**config.mk**
```make
export PLATFORM = sky130hd
export DESIGN_NAME = partition_fit_allocator_flat
export DESIGN_NICKNAME = d
export VERILOG_FILES = /design/src/hdl/pfa_pkg.sv /design/src/hdl/pfa_ifs.sv /design/src/hdl/partition_fit_allocator.sv /design/src/flat_wrapper.sv
export SDC_FILE = /design/constraint.sdc
export NUM_CORES = 1
export LEC_CHECK = 0
export BUFFER_PORTS_ARGS = -buffer_cell sky130_fd_sc_hd__buf_4
export CELL_PAD_IN_SITES_DETAIL_PLACEMENT = 0
export CELL_PAD_IN_SITES_GLOBAL_PLACEMENT = 1
export CORE_ASPECT_RATIO = 2
export CORE_MARGIN = 3
export CORE_UTILIZATION = 51
export CTS_BUF_LIST = sky130_fd_sc_hd__clkbuf_16
export DETAILED_ROUTE_END_ITERATION = 10
export GPL_ROUTABILITY_DRIVEN = 0
export GPL_TIMING_DRIVEN = 1
export PLACE_DENSITY = 0.71
export SLEW_MARGIN = 20
export SYNTH_ARGS = -nofsm -noshare
export SYNTH_HDL_FRONTEND = slang
export SYNTH_SLANG_ARGS = --single-unit
```
**constraint.sdc**
```tcl
create_clock -name clock -period 3.88 [get_ports clock]
set_clock_uncertainty 0.2 [all_clocks]
set_input_delay 0 -clock clock [delete_from_list [all_inputs] [get_ports clock]]
set_output_delay 0 -clock clock [all_outputs]
set_load 0.02 [all_outputs]
```
**src/hdl/pfa_pkg.sv**
```systemverilog
// ----------------------------------------------------------------------------
// pfa_pkg
// Shared widths, function codes, fit modes and register indexes for the
// partition fit allocator.
// ----------------------------------------------------------------------------
`default_nettype none

package pfa_pkg;

   localparam int MAX_PARTS     = 16;
   localparam int SIZE_BITS     = 16;
   localparam int IDX_BITS      = $clog2(MAX_PARTS);
   localparam int CNT_BITS      = $clog2(MAX_PARTS + 1);
   localparam int CSR_ADDR_BITS = 2;
   localparam int CSR_DATA_BITS = 5;

   typedef logic [SIZE_BITS-1:0] size_type;
   typedef logic [IDX_BITS-1:0]  idx_type;
   typedef logic [CNT_BITS-1:0]  cnt_type;

   // func codes
   localparam logic [1:0] FUNC_LOAD    = 2'd0;
   localparam logic [1:0] FUNC_ALLOC   = 2'd1;
   localparam logic [1:0] FUNC_RESTORE = 2'd2;

   // fit modes
   localparam logic [1:0] FIT_FIRST = 2'd0;
   localparam logic [1:0] FIT_BEST  = 2'd1;
   localparam logic [1:0] FIT_WORST = 2'd2;
   localparam logic [1:0] FIT_NEXT  = 2'd3;

   // register indexes
   localparam logic [CSR_ADDR_BITS-1:0] REG_FIT_MODE   = CSR_ADDR_BITS'(0);
   localparam logic [CSR_ADDR_BITS-1:0] REG_PART_COUNT = CSR_ADDR_BITS'(1);

endpackage

`default_nettype wire

```
**src/hdl/pfa_ifs.sv**
```systemverilog
// ----------------------------------------------------------------------------
// pfa channel interfaces
// Request, response and register write channels, each valid/ready.
// ----------------------------------------------------------------------------
`default_nettype none

interface pfa_req_if;
   import pfa_pkg::*;
   logic       valid;
   logic       ready;
   logic [1:0] func;
   idx_type    part_index;
   size_type   size_value;

   modport source (output valid, func, part_index, size_value, input ready);
   modport sink   (input valid, func, part_index, size_value, output ready);
endinterface

interface pfa_rsp_if;
   import pfa_pkg::*;
   logic     valid;
   logic     ready;
   logic     granted;
   idx_type  block_index;
   size_type space_left;

   modport source (output valid, granted, block_index, space_left, input ready);
   modport sink   (input valid, granted, block_index, space_left, output ready);
endinterface

interface pfa_csr_if;
   import pfa_pkg::*;
   logic                     valid;
   logic                     ready;
   logic [CSR_ADDR_BITS-1:0] index;
   logic [CSR_DATA_BITS-1:0] data;

   modport source (output valid, index, data, input ready);
   modport sink   (input valid, index, data, output ready);
endinterface

`default_nettype wire

```
**src/hdl/partition_fit_allocator.sv**
```systemverilog
// ----------------------------------------------------------------------------
// partition_fit_allocator
// Fixed-partition allocator: load sizes, allocate by first/best/worst/next
// fit, restore free space from the original sizes.
// ----------------------------------------------------------------------------
//
//   channel   dir   beat payload                          handshake
//   req_bus   in    func, part_index, size_value          valid/ready
//   rsp_bus   out   granted, block_index, space_left      valid/ready
//   csr_bus   in    index, data (fit_mode, part count)    valid/ready
//
// One item at a time. Load and unused codes pass from the request beat
// through the finish state to the output register; allocate scans the
// free-space memory in use (one registered read per cycle), then writes
// back; restore copies all MAX_PARTS entries, one entry copied per cycle.
// Reset (synchronous, active high) clears control state, the registers and
// the per-entry valid bits; an entry never loaded reads as zero.
// A response waiting in the output register does not block the next request
// beat; the item stalls only at its end until the output register frees.
// Register writes are always taken.
// ----------------------------------------------------------------------------
`default_nettype none

module partition_fit_allocator (
   input  wire logic  clock,
   input  wire logic  reset,
   pfa_req_if.sink    req_bus,
   pfa_rsp_if.source  rsp_bus,
   pfa_csr_if.sink    csr_bus
);
   import pfa_pkg::*;

   localparam logic [2:0] ST_IDLE    = 3'd0;
   localparam logic [2:0] ST_SCAN    = 3'd1;
   localparam logic [2:0] ST_WRITE   = 3'd2;
   localparam logic [2:0] ST_RESTORE = 3'd3;
   localparam logic [2:0] ST_FINISH  = 3'd4;

   // free space and original size memories
   size_type free_mem [MAX_PARTS];
   size_type orig_mem [MAX_PARTS];

   logic [2:0]           state_ff, state_in;
   logic [1:0]           mode_ff, mode_in;
   cnt_type              count_ff, count_in;
   idx_type              rover_ff, rover_in;
   logic [MAX_PARTS-1:0] valid_ff, valid_in;

   // scan state
   size_type req_size_ff, req_size_in;
   idx_type  addr_ff, addr_in;
   cnt_type  issued_ff, issued_in;
   logic     cmp_ff, cmp_in;
   idx_type  cmp_idx_ff, cmp_idx_in;
   logic     found_ff, found_in;
   idx_type  best_idx_ff, best_idx_in;
   size_type best_val_ff, best_val_in;

   // restore sweep
   cnt_type rs_cnt_ff, rs_cnt_in;
   logic    rs_pend_ff, rs_pend_in;
   idx_type rs_idx_ff, rs_idx_in;

   // result of the current item, then the output register
   logic     res_granted_ff, res_granted_in;
   idx_type  res_idx_ff, res_idx_in;
   size_type res_left_ff, res_left_in;
   logic     rsp_valid_ff, rsp_valid_in;
   logic     rsp_granted_ff, rsp_granted_in;
   idx_type  rsp_idx_ff, rsp_idx_in;
   size_type rsp_left_ff, rsp_left_in;

   // memory ports
   size_type free_rd_ff;
   logic     free_rd_vld_ff;
   size_type orig_rd_ff;
   logic     free_we;
   idx_type  free_waddr;
   size_type free_wdata;
   logic     orig_we;

   logic     req_beat;
   logic     stop_mode;
   size_type word;
   logic     fits;
   size_type new_left;
   cnt_type  addr_next;

   assign req_bus.ready   = (state_ff == ST_IDLE);
   assign csr_bus.ready   = 1'b1;
   assign rsp_bus.valid       = rsp_valid_ff;
   assign rsp_bus.granted     = rsp_granted_ff;
   assign rsp_bus.block_index = rsp_idx_ff;
   assign rsp_bus.space_left  = rsp_left_ff;

   assign req_beat  = req_bus.valid && req_bus.ready;
   assign stop_mode = (mode_ff == FIT_FIRST) || (mode_ff == FIT_NEXT);
   // never-loaded entries read as zero
   assign word      = free_rd_vld_ff ? free_rd_ff : '0;
   assign fits      = cmp_ff && (word >= req_size_ff);
   assign new_left  = best_val_ff - req_size_ff;
   // circular address step over the partitions in use
   assign addr_next = ({1'b0, addr_ff} + CNT_BITS'(1) == count_ff) ?
                      '0 : {1'b0, addr_ff} + CNT_BITS'(1);

   always_comb begin
      state_in       = state_ff;
      mode_in        = mode_ff;
      count_in       = count_ff;
      rover_in       = rover_ff;
      valid_in       = valid_ff;
      req_size_in    = req_size_ff;
      addr_in        = addr_ff;
      issued_in      = issued_ff;
      cmp_in         = 1'b0;
      cmp_idx_in     = cmp_idx_ff;
      found_in       = found_ff;
      best_idx_in    = best_idx_ff;
      best_val_in    = best_val_ff;
      rs_cnt_in      = rs_cnt_ff;
      rs_pend_in     = 1'b0;
      rs_idx_in      = rs_idx_ff;
      res_granted_in = res_granted_ff;
      res_idx_in     = res_idx_ff;
      res_left_in    = res_left_ff;
      rsp_valid_in   = rsp_valid_ff && !rsp_bus.ready;
      rsp_granted_in = rsp_granted_ff;
      rsp_idx_in     = rsp_idx_ff;
      rsp_left_in    = rsp_left_ff;
      free_we        = 1'b0;
      free_waddr     = req_bus.part_index;
      free_wdata     = req_bus.size_value;
      orig_we        = 1'b0;

      // register writes, only while idle by contract
      if (csr_bus.valid && csr_bus.ready) begin
         case (csr_bus.index)
            REG_FIT_MODE:   mode_in = csr_bus.data[1:0];
            REG_PART_COUNT: begin
               count_in = (CNT_BITS'(csr_bus.data) > CNT_BITS'(MAX_PARTS)) ?
                          CNT_BITS'(MAX_PARTS) : CNT_BITS'(csr_bus.data);
            end
            default: ;
         endcase
      end

      case (state_ff)
         ST_IDLE: begin
            if (req_beat) begin
               res_granted_in = 1'b0;
               res_idx_in     = '0;
               res_left_in    = '0;
               state_in       = ST_FINISH;
               case (req_bus.func)
                  FUNC_LOAD: begin
                     if ({1'b0, req_bus.part_index} < CNT_BITS'(MAX_PARTS)) begin
                        free_we  = 1'b1;
                        orig_we  = 1'b1;
                        valid_in[req_bus.part_index] = 1'b1;
                     end
                  end
                  FUNC_ALLOC: begin
                     req_size_in = req_bus.size_value;
                     found_in    = 1'b0;
                     issued_in   = '0;
                     addr_in     = (mode_ff == FIT_NEXT && {1'b0, rover_ff} < count_ff) ?
                                   rover_ff : '0;
                     if (count_ff != '0) begin
                        state_in = ST_SCAN;
                     end
                  end
                  FUNC_RESTORE: begin
                     rs_cnt_in = '0;
                     rover_in  = '0;
                     state_in  = ST_RESTORE;
                  end
                  default: ;
               endcase
            end
         end

         ST_SCAN: begin
            // compare the word read last cycle
            if (fits) begin
               if (!found_ff) begin
                  found_in    = 1'b1;
                  best_idx_in = cmp_idx_ff;
                  best_val_in = word;
               end else if ((mode_ff == FIT_BEST && word < best_val_ff) ||
                            (mode_ff == FIT_WORST && word > best_val_ff)) begin
                  best_idx_in = cmp_idx_ff;
                  best_val_in = word;
               end
            end
            // issue the next read
            if (issued_ff < count_ff && !(found_ff && stop_mode)) begin
               cmp_in     = 1'b1;
               cmp_idx_in = addr_ff;
               addr_in    = addr_next[IDX_BITS-1:0];
               issued_in  = issued_ff + CNT_BITS'(1);
            end
            if ((found_ff && stop_mode) || (!cmp_ff && issued_ff == count_ff)) begin
               state_in = ST_WRITE;
            end
         end

         ST_WRITE: begin
            // write back the chosen entry
            if (found_ff) begin
               free_we        = 1'b1;
               free_waddr     = best_idx_ff;
               free_wdata     = new_left;
               res_granted_in = 1'b1;
               res_idx_in     = best_idx_ff;
               res_left_in    = new_left;
               if (mode_ff == FIT_NEXT) begin
                  rover_in = best_idx_ff;
               end
            end
            state_in = ST_FINISH;
         end

         ST_RESTORE: begin
            if (rs_cnt_ff < CNT_BITS'(MAX_PARTS)) begin
               rs_pend_in = 1'b1;
               rs_idx_in  = rs_cnt_ff[IDX_BITS-1:0];
               rs_cnt_in  = rs_cnt_ff + CNT_BITS'(1);
            end
            if (rs_pend_ff) begin
               free_we    = 1'b1;
               free_waddr = rs_idx_ff;
               free_wdata = orig_rd_ff;
            end
            if (rs_cnt_ff == CNT_BITS'(MAX_PARTS) && !rs_pend_ff) begin
               state_in = ST_FINISH;
            end
         end

         ST_FINISH: begin
            if (!rsp_valid_ff || rsp_bus.ready) begin
               rsp_valid_in   = 1'b1;
               rsp_granted_in = res_granted_ff;
               rsp_idx_in     = res_idx_ff;
               rsp_left_in    = res_left_ff;
               state_in       = ST_IDLE;
            end
         end

         default: state_in = ST_IDLE;
      endcase
   end

   // control state
   always_ff @(posedge clock) begin
      if (reset) begin
         state_ff     <= ST_IDLE;
         mode_ff      <= FIT_FIRST;
         count_ff     <= '0;
         rover_ff     <= '0;
         valid_ff     <= '0;
         cmp_ff       <= 1'b0;
         found_ff     <= 1'b0;
         issued_ff    <= '0;
         rs_cnt_ff    <= '0;
         rs_pend_ff   <= 1'b0;
         rsp_valid_ff <= 1'b0;
      end else begin
         state_ff     <= state_in;
         mode_ff      <= mode_in;
         count_ff     <= count_in;
         rover_ff     <= rover_in;
         valid_ff     <= valid_in;
         cmp_ff       <= cmp_in;
         found_ff     <= found_in;
         issued_ff    <= issued_in;
         rs_cnt_ff    <= rs_cnt_in;
         rs_pend_ff   <= rs_pend_in;
         rsp_valid_ff <= rsp_valid_in;
      end
   end

   // payload
   always_ff @(posedge clock) begin
      req_size_ff    <= req_size_in;
      addr_ff        <= addr_in;
      cmp_idx_ff     <= cmp_idx_in;
      best_idx_ff    <= best_idx_in;
      best_val_ff    <= best_val_in;
      rs_idx_ff      <= rs_idx_in;
      res_granted_ff <= res_granted_in;
      res_idx_ff     <= res_idx_in;
      res_left_ff    <= res_left_in;
      rsp_granted_ff <= rsp_granted_in;
      rsp_idx_ff     <= rsp_idx_in;
      rsp_left_ff    <= rsp_left_in;
   end

   // free space memory: one write, one registered read
   always_ff @(posedge clock) begin
      if (free_we) begin
         free_mem[free_waddr] <= free_wdata;
      end
      free_rd_ff     <= free_mem[addr_ff];
      free_rd_vld_ff <= valid_ff[addr_ff];
   end

   // original size memory
   always_ff @(posedge clock) begin
      if (orig_we) begin
         orig_mem[req_bus.part_index] <= req_bus.size_value;
      end
      orig_rd_ff <= orig_mem[rs_cnt_ff[IDX_BITS-1:0]];
   end

   // checks
   a_grant_in_range: assert property (@(posedge clock) disable iff (reset)
      rsp_valid_ff && rsp_granted_ff |-> {1'b0, rsp_idx_ff} < count_ff)
      else $error("granted block outside the partitions in use");

   a_refusal_zero: assert property (@(posedge clock) disable iff (reset)
      rsp_valid_ff && !rsp_granted_ff |-> rsp_idx_ff == '0 && rsp_left_ff == '0)
      else $error("refused or non-allocate response not zero");

   a_beat_leaves_idle: assert property (@(posedge clock) disable iff (reset)
      req_beat |=> state_ff != ST_IDLE)
      else $error("request beat did not start an item");

   a_scan_bound: assert property (@(posedge clock) disable iff (reset)
      state_ff == ST_SCAN |-> issued_ff <= count_ff)
      else $error("scan issued more reads than partitions in use");

   a_sweep_bound: assert property (@(posedge clock) disable iff (reset)
      rs_cnt_ff <= CNT_BITS'(MAX_PARTS))
      else $error("restore sweep ran past the last entry");

endmodule

`default_nettype wire
```
**src/flat_wrapper.sv**
```systemverilog
// flat-port wrapper written by rule: the top's interface ports become plain ports
module partition_fit_allocator_flat import pfa_pkg::*;
  (clock, reset, req_bus_valid, req_bus_func, req_bus_part_index, req_bus_size_value, req_bus_ready, rsp_bus_valid, rsp_bus_granted, rsp_bus_block_index, rsp_bus_space_left, rsp_bus_ready, csr_bus_valid, csr_bus_index, csr_bus_data, csr_bus_ready);
  pfa_req_if req_bus_i ();
  pfa_rsp_if rsp_bus_i ();
  pfa_csr_if csr_bus_i ();
  input  wire logic clock;
  input  wire logic reset;
  input wire logic [$bits(req_bus_i.valid)-1:0] req_bus_valid;
  input wire logic [$bits(req_bus_i.func)-1:0] req_bus_func;
  input wire logic [$bits(req_bus_i.part_index)-1:0] req_bus_part_index;
  input wire logic [$bits(req_bus_i.size_value)-1:0] req_bus_size_value;
  output wire logic [$bits(req_bus_i.ready)-1:0] req_bus_ready;
  output wire logic [$bits(rsp_bus_i.valid)-1:0] rsp_bus_valid;
  output wire logic [$bits(rsp_bus_i.granted)-1:0] rsp_bus_granted;
  output wire logic [$bits(rsp_bus_i.block_index)-1:0] rsp_bus_block_index;
  output wire logic [$bits(rsp_bus_i.space_left)-1:0] rsp_bus_space_left;
  input wire logic [$bits(rsp_bus_i.ready)-1:0] rsp_bus_ready;
  input wire logic [$bits(csr_bus_i.valid)-1:0] csr_bus_valid;
  input wire logic [$bits(csr_bus_i.index)-1:0] csr_bus_index;
  input wire logic [$bits(csr_bus_i.data)-1:0] csr_bus_data;
  output wire logic [$bits(csr_bus_i.ready)-1:0] csr_bus_ready;
  assign req_bus_i.valid = req_bus_valid;
  assign req_bus_i.func = req_bus_func;
  assign req_bus_i.part_index = req_bus_part_index;
  assign req_bus_i.size_value = req_bus_size_value;
  assign req_bus_ready = req_bus_i.ready;
  assign rsp_bus_valid = rsp_bus_i.valid;
  assign rsp_bus_granted = rsp_bus_i.granted;
  assign rsp_bus_block_index = rsp_bus_i.block_index;
  assign rsp_bus_space_left = rsp_bus_i.space_left;
  assign rsp_bus_i.ready = rsp_bus_ready;
  assign csr_bus_i.valid = csr_bus_valid;
  assign csr_bus_i.index = csr_bus_index;
  assign csr_bus_i.data = csr_bus_data;
  assign csr_bus_ready = csr_bus_i.ready;
  partition_fit_allocator u_core (.clock(clock), .reset(reset), .req_bus(req_bus_i), .rsp_bus(rsp_bus_i), .csr_bus(csr_bus_i));
endmodule
```
### After elaboration in Yosys (flattened, before gate mapping)

Memories as Yosys holds them, arrays and structs flattened. A register that Yosys moved wholly into a read port is not among the register bits.
Index checks and enable logic that the tools add are counted.

* bits in registers: 135
* RAM bits: 512
* bits of input ports: 34
* output and inout bits: 24
* memories kept: 2

Memories
* u_core.free_mem: depth 16, bits a word 16, read ports 1, clocked after Yosys merged registers in 1, wr ports 1, line partition_fit_allocator.sv:40 `size_type free_mem [MAX_PARTS];`
* u_core.orig_mem: depth 16, bits a word 16, read ports 1, clocked after Yosys merged registers in 1, wr ports 1, line partition_fit_allocator.sv:41 `size_type orig_mem [MAX_PARTS];`

* add/sub/neg operators: 4
* order comparisons: 10
* equal/unequal tests: 25
* multiplexer cells: 69
* bitwise logic cells: 3
* reduce and logical (&&, ||, !) cells: 44

Operator list (number)
* 16-bit 2-to-1 mux: 7
* 16-bit case mux with 2 select lines: 2
* 4-bit 2-to-1 mux: 15
* 5-bit 2-to-1 mux: 7
* 4-bit case mux with 2 select lines: 4
* 1-bit 2-to-1 mux: 20
* 5-bit case mux with 2 select lines: 2
* 16-bit >= comparator: 1
* 16-bit > comparator: 1
* 16-bit less-than comparator: 1
* 2-bit by 1-bit != test with 1-bit output, second input constant: 8
* 16-bit bitwise OR: 1
* 4-bit AND reduction: 4
* 16-bit subtractor: 1
* 3-bit 2-to-1 mux: 5
* 3-bit case mux with 5 select lines: 1
* 3-bit AND reduction: 4
* 1-bit logical AND: 11
* 5-bit by 1-bit adder with 5-bit output, second input constant: 2
* 5-bit equality test: 2
* 4-bit by 5-bit less-than comparator with 1-bit output, second input constant: 2
* 2-bit AND reduction: 5
* 2-bit != test, second input constant: 4
* 2-bit by 1-bit equality test with 1-bit output, second input constant: 3
* other kinds (25): 42

### Depth between registers and ports, before layout

Gate-level depths: netlist of run 1.

* depth after elaboration: 7
* depth in mapped cells: 12
* mapped depth without buffers: 12

### Worst setup path after synthesis of run 1

Ideal clock, no wire load.

* path type: register to register
* from: register u_core.free_rd_vld_ff
* to: register u_core.best_idx_ff[0], enable pin
* library setup time: 0.403 ns
* arrival: 2.907 ns
* required time: 3.277 ns
* path slack: 0.370 ns
* stages on the path, launching flop included: 12
* path buffers: 2
* cell sequence: dfxtp_1 > buf_2 > clkbuf_1 > and2_1 > ha_1 > a21o_1 > a21o_1 > a21oi_1 > a21oi_1 > nor3_1 > mux2i_1 > a21boi_1

* word-level cells in the longest chain between the ends: 6

Ends and longest elaborated chain
* start, declared: line partition_fit_allocator.sv:75 `logic free_rd_vld_ff;`
* start signal, assigned: line partition_fit_allocator.sv:304 `free_rd_vld_ff <= valid_ff[addr_ff];`
* 16-bit 2-to-1 mux (*): line partition_fit_allocator.sv:99 `assign word = free_rd_vld_ff ? free_rd_ff : '0;`
* net u_core.word[5]: line partition_fit_allocator.sv:84 `size_type word;`
* 16-bit less-than comparator / 16-bit > comparator (equally long branches): line partition_fit_allocator.sv:189, partition_fit_allocator.sv:190
* 1-bit logical AND, on equally long branches: line partition_fit_allocator.sv:189, partition_fit_allocator.sv:190
* 1-bit logical OR: line partition_fit_allocator.sv:189 `end else if ((mode_ff == FIT_BEST && word < best_val_ff) ||`
* 2-bit != test (no line)
* 3-bit AND reduction (no line) (*)
* end signal, assigned: line partition_fit_allocator.sv:287 `best_idx_ff <= best_idx_in;`
* end, declared: line partition_fit_allocator.sv:56 `idx_type best_idx_ff, best_idx_in;`

Mark *: on every way through the listed nets, which the timed path passes. The rest lies on a longest branch.
A chain may end at the register's enable or synchronous reset.

### Worst setup path in the final report of run 1

* from: register u_core.state_ff[2]
* to: memory u_core.orig_mem[12][10] in the netlist's numbering, enable pin

* word-level cells in the longest chain between the ends: 6

Ends and longest elaborated chain
* start, declared: line partition_fit_allocator.sv:43 `logic [2:0] state_ff, state_in;`
* start signal, assigned: line partition_fit_allocator.sv:268 `state_ff <= state_in;`
* 3-bit logical NOT (*): line partition_fit_allocator.sv:89, partition_fit_allocator.sv:147
* 1-bit logical AND: line partition_fit_allocator.sv:96 `assign req_beat = req_bus.valid && req_bus.ready;`
* 1-bit 2-to-1 mux: line partition_fit_allocator.sv:149 `if (req_beat) begin`
* 1-bit 2-to-1 mux (*): line partition_fit_allocator.sv:147 `case (state_ff)`
* 1-bit 2-to-1 mux (*): line partition_fit_allocator.sv:309 `if (orig_we) begin`
* 1-bit 2-to-1 mux (not written as such) (*): line partition_fit_allocator.sv:310 `orig_mem[req_bus.part_index] <= req_bus.size_value;`
* end, declared: line partition_fit_allocator.sv:41

Mark *: on every way between the ends. The rest lies on a longest branch, timed or not.

==> flow_summary.ini, run 1 <==
[power_and_ir_drop]
power.leakage_uw = 0.0106
power_uw = 14900
power_per_cell_area_nw_per_um2 = 476
vdd_drop_max_v = 0.000392

[sta]
setup_tns_ps = 0
rsz0062_at_grt = false
period_minus_slack_ps = 3650
worst-slew-pin-transition_ps = 1010
setup_viol_count_final = 0
period_share = 0.941
timing.slew.headroom = 0.320
maxSlewViolCount = 0
hold_viol_final = 0
timing.fmax_mhz = 274

[global_routing]
grt_max_degree = 71
antenna_found_initial = 0
track_usage = 0.224
grt_pass1_wl_um = 92900
grt-ovfl-total = 0
grt_pass1_vias = 14664

[critical_path]
cp_top_family = simple AND/OR/NAND/NOR gates
end_kind = register
worstSetupPathType = register to register
slowest_stage = dlygate4sd3_1
start_kind = register
arrival_ps = 3690
path_buf_inv = 2
critPathMaxFanout = 13
crit_required_ps = 3920
max_stage_delay_ps = 1150
r2r_setup_slack_ps = 230
crit_chain = nor3_4 > and2_1 > nand4_1 > nor3_2 > buf_12 > dlygate4sd3_1

[clock_network]
cts.sinks = 679
insertion_delay_ps = 620
post_cts_buffers = 0
clk_path_buf_depth = 3
htreeDepth = 2
cts_buffers = 58
cts_tree = yes
path_clk_slew_ps = 70
cts-root-buf = clkbuf_16

[logic_synthesis]
synthTopCellsByCount = 602 x edfxtp_1, 165 x mux4_2, 109 x nor2_1, 77 x dfxtp_1, 62 x ha_1
synth-edff-count = 602
yosysWarnings = 0
yosysUniqueCellTypes = 71
yosys_register_bits = 679
synth_compound_area_frac = 0.0402
synthCells = 1463
syn_area_um2 = 27300
synthArstFlopShare = 0
synth-seq-area-share = 0.719
syn_nets = 1560
synthMuxAreaShare = 0.139
yosys.area_share.simple = 0.0436
synth_xor_area_frac = 0.00738
avgSynthCellArea_um2 = 18.6
ys_top_cells_by_area = edfxtp_1 66%, mux4_2 14%, dfxtp_1 5.7%
synth_ff_type = edfxtp_1
synth_top_family_by_area = multiplexers
synth_top_area_frac = 0.663
yosys.area_share.adder = 0.0295
synth_top_area_cell = edfxtp_1
synth.most_common_cell = edfxtp_1

[final_layout]
syn_to_final_growth_pct = 14.9
final_nets = 1734
n_fill_cell = 3920
final_cells = 2351
diodes = 0
drive_gt1_frac = 0.254

[detailed_routing]
wl_per_cell_um = 26.5
drtIter0Drc = 1051
dr.pass1.iters = 5
drc = 0
routed_wl_um = 62300
ant_nets = 0
via_count = 13745
viasPerCell = 5.85

[placed_design]
portBuffers = 56
place_inst = 2192
dp_hpwl_um = 40600

[floorplan]
start_util = 0.516
coreArea_um2 = 52900
die_w_um = 170
io_pins = 58
fp-row-count = 119
die_area_um2 = 56500
die_h_um = 333

[outcome]
status = completed

[worst_hold_path]
min-delay-path-class = primary input to register

[run]
max_cap_violations = 0
## cell type report
| class | instances | area (um2) | share of cell area |
|---|---|---|---|
| Sequential cell | 679 | 19600 | 0.626 |
| Multi-Input combinational cell | 662 | 7180 | 0.229 |
| Timing Repair Buffer | 174 | 1570 | 0.0500 |
| Clock buffer | 59 | 1480 | 0.0471 |
| Tap cell | 665 | 832 | 0.0265 |
| Clock inverter | 50 | 438 | 0.0140 |
| Inverter | 62 | 238 | 0.00758 |
## power by group
group | leakage, uW | internal, uW | switching, uW
clock | 0.000964 | 3240 | 2610
combinational | 0.00355 | 363 | 518
sequential | 0.00611 | 8120 | 80.7
total | 0.0106 | 11700 | 3210
## what timing repair did
item	in CTS	in global routing
hold buffers	50	0
gates resized for setup	0	2
hold endpoints to repair	587	0
setup endpoints to repair	0	32
## registers in the layout, summed over array words and instances (netlist names), 5 cells and up
name / flops
u_core.res_left_ff: 16
u_core.best_val_ff: 16
u_core.valid_ff: 16
u_core.issued_ff: 5
u_core.orig_mem: 256
u_core.rs_cnt_ff: 5
u_core.free_mem: 256
u_core.rsp_bus.space_left: 16
u_core.free_rd_ff: 16
u_core.orig_rd_ff: 16
u_core.count_ff: 5
u_core.req_size_ff: 16
## metal layers
| metal | GRT usage | wire length, um | vias to the layer above |
|---|---|---|---|
| met5 | 0 | 0 | - |
| met4 | 0.0859 | 2380 | 0 |
| met3 | 0.0274 | 2560 | 138 |
| met2 | 0.418 | 34600 | 328 |
| met1 | 0.262 | 22700 | 7108 |
| li1 | - | - | 6171 |
## logic make-up after synthesis
logic type               after synthesis
AO/OA/AOI/OAI                        159
XOR/XNOR                              23
adder cells (fa/ha/maj)               64
buffers and inverters                122
flip-flops                           679
multiplexers                         173
other                                  1
AND/OR/NAND/NOR                      242
## worst reg2reg max path, cell delays in order (launching register included)
cell	delay (ps)
dfxtp_1	440
nor3_4	280
and2_1	400
nand4_1	310
nor3_2	340
buf_12	140
dlygate4sd3_1	1150
## path summary, 6_finish.rpt
| kind | startpoint | endpoint | cells past startpoint |
|---|---|---|---|
| max | u_core.state_ff[2]$_SDFFE_PP0P_ | u_core.orig_mem[12][10]$_DFFE_PP_ | 6 |
| min | req_bus_size_value[11] | u_core.orig_mem[4][11]$_DFFE_PP_ | 2 |
| max reg2reg | u_core.state_ff[2]$_SDFFE_PP0P_ | u_core.orig_mem[12][10]$_DFFE_PP_ | 6 |
| min reg2reg | u_core.res_left_ff[13]$_SDFFCE_PN0P_ | u_core.rsp_bus.space_left[13]$_DFFE_PP_ | 0 |
## cells in the final DEF, fill, tap and decap left out, types with 5 or more instances in the layout
master / n
nand2_1: 37
a22oi_1: 16
o21ba_2: 5
nor3b_1: 7
xnor2_1: 13
nor2b_1: 8
edfxtp_1: 602
bufinv_16: 7
mux2i_1: 6
dfxtp_1: 75
a211oi_1: 6
buf_12: 11
inv_1: 68
dlygate4sd3_1: 50
nand3_1: 8
and2_1: 23
xor2_1: 10
clkinv_1: 12
nor2_2: 20
and3_1: 5
nand4_1: 9
mux4_2: 165
a21oi_1: 42
nor2_1: 89
ha_1: 62
o21ai_0: 33
clkinv_2: 13
buf_4: 113
clkbuf_16: 59
nand2b_1: 8
inv_6: 6
a21o_1: 15
## per-stage QoR
step / worst slack (ps) / util / cell area (um2) / hold slack, ps
4_1_cts: 20.4 / 0.593 / 31300 / 26.8
5_1_grt: 8.96 / 0.593 / 31400 / 65.8
3_5_place_dp: 38.9 / 0.547 / 28900 / 43.8
2_1_floorplan: 370 / - / 27300 / -101
3_3_place_gp: 300 / 0.547 / 28900 / 38.2
6_report: 227 / 0.593 / 31400 / 51.3
No activity file was read; power rests on OpenSTA's default activity.
==> run 2, diff against run 1 <==
--- a/config.mk
+++ b/config.mk
@@ -15,7 +15,7 @@
 export DETAILED_ROUTE_END_ITERATION = 10
 export GPL_ROUTABILITY_DRIVEN = 0
 export GPL_TIMING_DRIVEN = 1
-export PLACE_DENSITY = 0.71
+export PLACE_DENSITY = 0.73
 export SLEW_MARGIN = 20
 export SYNTH_ARGS = -nofsm -noshare
 export SYNTH_HDL_FRONTEND = slang
==> flow_summary.ini, run 2 (synthesized netlist as in run 1, its figures left out) <==
[critical_path]
end_kind = register
critPathMaxFanout = 16
crit_path_start = u_core.best_val_ff[1]$_DFFE_PP_
cp-endpoint = u_core.free_mem[4][13]$_DFFE_PP_
regToRegStartpoint = u_core.best_val_ff[1]$_DFFE_PP_
max_stage_delay_ps = 750
arrival_ps = 3630
slowest_stage = o21ai_1
r2r_setup_slack_ps = 320
worstSetupPathType = register to register
crit_required_ps = 3940
reg2reg_depth = 9
crit_chain = ha_1 > nor2b_1 > o21ai_1 > a2111oi_4 > nor2_1 > o311ai_1 > a21oi_1 > xnor2_1 > o21ai_1
cp_common_cell = o21ai_1
r2r_end = u_core.free_mem[4][13]$_DFFE_PP_
start_kind = register

[final_layout]
final_common_cell = edfxtp_1
syn_to_final_growth_pct = 14.3
n_fill_cell = 3870
final_cell_mix = 602 x edfxtp_1, 165 x mux4_2, 117 x buf_4, 96 x nor2_1, 75 x dfxtp_1
drive_gt1_frac = 0.248
largestRegisters = u_core.free_mem (256), u_core.orig_mem (256)
final_cells = 2341
final_nets = 1726

[sta]
maxSlewViolCount = 0
worst-slew-pin-transition_ps = 961
timing.slew.headroom = 0.355
period_share = 0.918
hold_viol_final = 0
rsz0062_at_grt = false
setup_tns_ps = 0
setup_viol_count_final = 0
timing.fmax_mhz = 281
period_minus_slack_ps = 3560

[placed_design]
dp_hpwl_um = 41200
portBuffers = 56
place_inst = 2192

[detailed_routing]
drc = 0
drtIter0Drc = 1149
top_layer = met5
wl_per_cell_um = 26.7
wl_met1_um = 22600
routed-wl-met3_um = 2270
via_count = 13864
ant_nets = 0
routed_wl_um = 62600
dr.pass1.iters = 5
viasPerCell = 5.92
wl_met2_um = 35400

[clock_network]
htreeDepth = 2
path_clk_slew_ps = 70
cts-root-buf = clkbuf_16
insertion_delay_ps = 600
cts.sinks = 679
cts_buffers = 56
cts_tree = yes
clk_path_buf_depth = 3

[floorplan]
fp-row-count = 119
io_pins = 58
coreArea_um2 = 52900
die_h_um = 333
die_w_um = 170
start_util = 0.516
die_area_um2 = 56500

[power_and_ir_drop]
power_per_cell_area_nw_per_um2 = 476
power_uw = 14800
vdd_drop_max_v = 0.000403
power.leakage_uw = 0.0106

[global_routing]
grt-ovfl-total = 0
track_usage = 0.226
grt_max_degree = 71
grt_pass1_vias = 14712
antenna_found_initial = 2
grt_pass1_wl_um = 93200

[outcome]
status = completed

[worst_hold_path]
min-delay-path-class = primary input to register

[run]
max_cap_violations = 0
[run 2: cell count changes in the layout (fill, tap and decap cells not counted), sizes merged]
cell,delta
clkinv,-3
inv,-1
diode,+1
clkinvlp,-1
clkbuf,-2
bufinv,+2
dlygate4sd3,-6
[run 2: worst max-delay path: cells and delay by family (launching register included)]
family / cells / cell delay (ps)
adder cells (fa/ha/maj): 1 / 310
AO/OA/AOI/OAI: 5 / 1840
XOR/XNOR: 1 / 160
flip-flops: 1 / 460
AND/OR/NAND/NOR: 2 / 250
[run 2: layout make-up]
type | instances | area [um2] | area share
clock inverters | 47 | 445 | 0.0143
inverters | 62 | 238 | 0.00762
diodes | 1 | 2.50 | 0.0000802
repair buffers | 168 | 1460 | 0.0468
flip-flops and latches | 679 | 19600 | 0.629
multi-input cells | 662 | 7160 | 0.230
clock buffers | 57 | 1430 | 0.0457
well taps | 665 | 832 | 0.0267
[run 2: stage by stage]
stage               hold WS, ps  setup WS (ps)   util  cell area [um2]
detailed placement         65.4            274  0.546            28900
CTS                        60.7            258  0.590            31200
global route                107           38.4  0.590            31200
finish                     80.2            317  0.590            31200
floorplan                  -101            370      -            27300
global placement           62.3            365  0.546            28900
[run 2: what timing repair did]
action / CTS / global route
resized for setup: 0 / 1
setup buffers: 0 / 0
hold buffers: 44 / 0
endpoints found under the setup margin: 0 / 16
endpoints found under the hold margin: 583 / 0
[run 2: per-layer routing]
| layer | vias up | GRT usage |
|---|---|---|
| met5 | - | 0 |
| li1 | 6141 | - |
| met3 | 122 | 0.0242 |
| met4 | 2 | 0.0843 |
| met2 | 363 | 0.426 |
| met1 | 7236 | 0.263 |
[run 2: worst min-delay path by stage]
stage / slack [ps] / depth (start not counted) / end / startpoint
2_1_floorplan: -100 / 0 / u_core.orig_mem[0][0]$_DFFE_PP_ / req_bus_size_value[0]
3_3_place_gp: 60 / 3 / u_core.mode_ff[0]$_SDFFE_PP0P_ / csr_bus_data[0]
3_5_place_dp: 70 / 3 / u_core.mode_ff[1]$_SDFFE_PP0P_ / csr_bus_data[1]
4_1_cts: 60 / 2 / u_core.req_size_ff[9]$_DFFE_PP_ / req_bus_size_value[9]
5_1_grt: 110 / 2 / u_core.req_size_ff[9]$_DFFE_PP_ / req_bus_size_value[9]
6_report: 80 / 2 / u_core.orig_mem[12][5]$_DFFE_PP_ / req_bus_size_value[5]
[run 2: power breakdown]
| group | leakage (uW) | internal (uW) | switching, uW | total [uW] |
|---|---|---|---|---|
| sequential | 0.00611 | 8120 | 74.2 | 8190 |
| combinational | 0.00351 | 355 | 530 | 886 |
| clock | 0.000959 | 3260 | 2510 | 5770 |
==> run 3, diff against run 2 <==
--- a/config.mk
+++ b/config.mk
@@ -11,11 +11,11 @@
 export CORE_ASPECT_RATIO = 2
 export CORE_MARGIN = 3
 export CORE_UTILIZATION = 51
-export CTS_BUF_LIST = sky130_fd_sc_hd__clkbuf_16
 export DETAILED_ROUTE_END_ITERATION = 10
 export GPL_ROUTABILITY_DRIVEN = 0
 export GPL_TIMING_DRIVEN = 1
 export PLACE_DENSITY = 0.73
+export SKIP_LAST_GASP = 1
 export SLEW_MARGIN = 20
 export SYNTH_ARGS = -nofsm -noshare
 export SYNTH_HDL_FRONTEND = slang
==> flow_summary.ini, run 3 (synthesized netlist as in run 1, its figures left out) <==
[detailed_routing]
dr.pass1.iters = 5
routed_wl_um = 62700
drtIter0Drc = 1110
ant_nets = 0
via_count = 13881
drc = 0
wl_per_cell_um = 26.8
viasPerCell = 5.93

[critical_path]
reg2reg_depth = 9
cp_top_family = compound AO/OA/AOI/OAI gates
path_buf_inv = 0
crit_required_ps = 3930
max_stage_delay_ps = 800
worstSetupPathType = register to register
cp.depth = 9
regToRegStartpoint = u_core.best_val_ff[1]$_DFFE_PP_
arrival_ps = 3690
cp-endpoint = u_core.free_mem[5][13]$_DFFE_PP_
crit_path_start = u_core.best_val_ff[1]$_DFFE_PP_
crit_chain = ha_1 > nor2b_1 > o21ai_1 > a2111oi_4 > nor2_1 > o311ai_1 > a21oi_1 > xnor2_1 > o21ai_1
r2r_end = u_core.free_mem[5][13]$_DFFE_PP_
cp_common_cell = o21ai_1
critPathMaxFanout = 16
slowest_stage = o21ai_1
end_kind = register
r2r_setup_slack_ps = 250
start_kind = register

[floorplan]
coreArea_um2 = 52900
die_h_um = 333
fp-row-count = 119
io_pins = 58
die_w_um = 170
start_util = 0.516
die_area_um2 = 56500

[sta]
period_share = 0.936
maxSlewViolCount = 0
hold_viol_final = 0
period_minus_slack_ps = 3630
setup_tns_ps = 0
hold_ws_ps = 85.2
timing.fmax_mhz = 275
timing.slew.headroom = 0.305
rsz0062_at_grt = false
setup_viol_count_final = 0
worst-slew-pin-transition_ps = 1040

[worst_hold_path]
hold_depth = 2
min-delay-path-class = primary input to register

[clock_network]
clk_path_buf_depth = 3
cts_buffers = 56
htreeDepth = 2
path_clk_slew_ps = 70
cts.sinks = 679
cts-root-buf = clkbuf_16
post_cts_buffers = 0
cts_tree = yes
insertion_delay_ps = 600

[final_layout]
final_common_cell = edfxtp_1
drive_gt1_frac = 0.253
largestRegisters = u_core.free_mem (256), u_core.orig_mem (256)
final_nets = 1726
final_cells = 2341
final_cell_mix = 602 x edfxtp_1, 165 x mux4_2, 117 x buf_4, 96 x nor2_1, 75 x dfxtp_1
syn_to_final_growth_pct = 14.6

[global_routing]
grt_pass1_wl_um = 93200
grt_pass1_vias = 14703
track_usage = 0.226
grt_max_degree = 71
antenna_found_initial = 2
grt-ovfl-total = 0

[run]
max_cap_violations = 0

[power_and_ir_drop]
vdd_drop_max_v = 0.000403
power_uw = 15000
power_per_cell_area_nw_per_um2 = 481
power.leakage_uw = 0.0106

[placed_design]
place_inst = 2192
dp_hpwl_um = 41200
portBuffers = 56

[outcome]
status = completed
-- run 3: final cells by class --
type | count | area, um2
antenna | 1 | 2.50
clock buffer | 76 | 1580
clock inverter | 28 | 374
fill | 3859 | 21600
inverter | 62 | 238
multi-input combinational | 662 | 7160
sequential | 679 | 19600
tap | 665 | 832
timing repair buffer | 168 | 1460
-- run 3: worst min-delay path by stage --
stage                          start                                to  slack (ps)
2_1_floorplan  req_bus_size_value[0]   u_core.orig_mem[0][0]$_DFFE_PP_        -100
3_3_place_gp         csr_bus_data[0]    u_core.mode_ff[0]$_SDFFE_PP0P_          60
3_5_place_dp         csr_bus_data[1]    u_core.mode_ff[1]$_SDFFE_PP0P_          70
4_1_cts        req_bus_size_value[9]   u_core.req_size_ff[9]$_DFFE_PP_          60
5_1_grt        req_bus_size_value[9]   u_core.req_size_ff[9]$_DFFE_PP_         110
6_report       req_bus_size_value[5]  u_core.orig_mem[12][5]$_DFFE_PP_          90
-- run 3: repair_timing --
item	CTS	global route
hold endpoints to repair	583	0
resized for setup	0	1
hold buffers	44	0
setup endpoints to repair	0	16
-- run 3: layer usage --
metal,track usage,vias up,routed length (um)
li1,-,6139,-
met1,0.263,7260,22700
met2,0.426,356,35400
met3,0.0240,124,2230
met4,0.0841,2,2350
met5,0,-,14
-- run 3: power by group --
group | switching, uW | leakage (uW) | internal, uW | total (uW)
sequential | 74.2 | 0.00611 | 8120 | 8190
clock | 2520 | 0.000959 | 3450 | 5970
combinational | 530 | 0.00351 | 355 | 885
-- run 3: per-stage QoR --
stage | util | setup slack, ps | cell area [um2]
6_report | 0.592 | 247 | 31300
5_1_grt | 0.592 | 38.3 | 31300
4_1_cts | 0.591 | 258 | 31300
3_5_place_dp | 0.546 | 274 | 28900
3_3_place_gp | 0.546 | 365 | 28900
2_1_floorplan | - | 370 | 27300
-- run 3: worst register-to-register path: stages (launching register included) --
cell and delay (ps):
edfxtp_1 460, ha_1 310, nor2b_1 120, o21ai_1 150, a2111oi_4 400, nor2_1 140
o311ai_1 370, a21oi_1 170, xnor2_1 160, o21ai_1 800
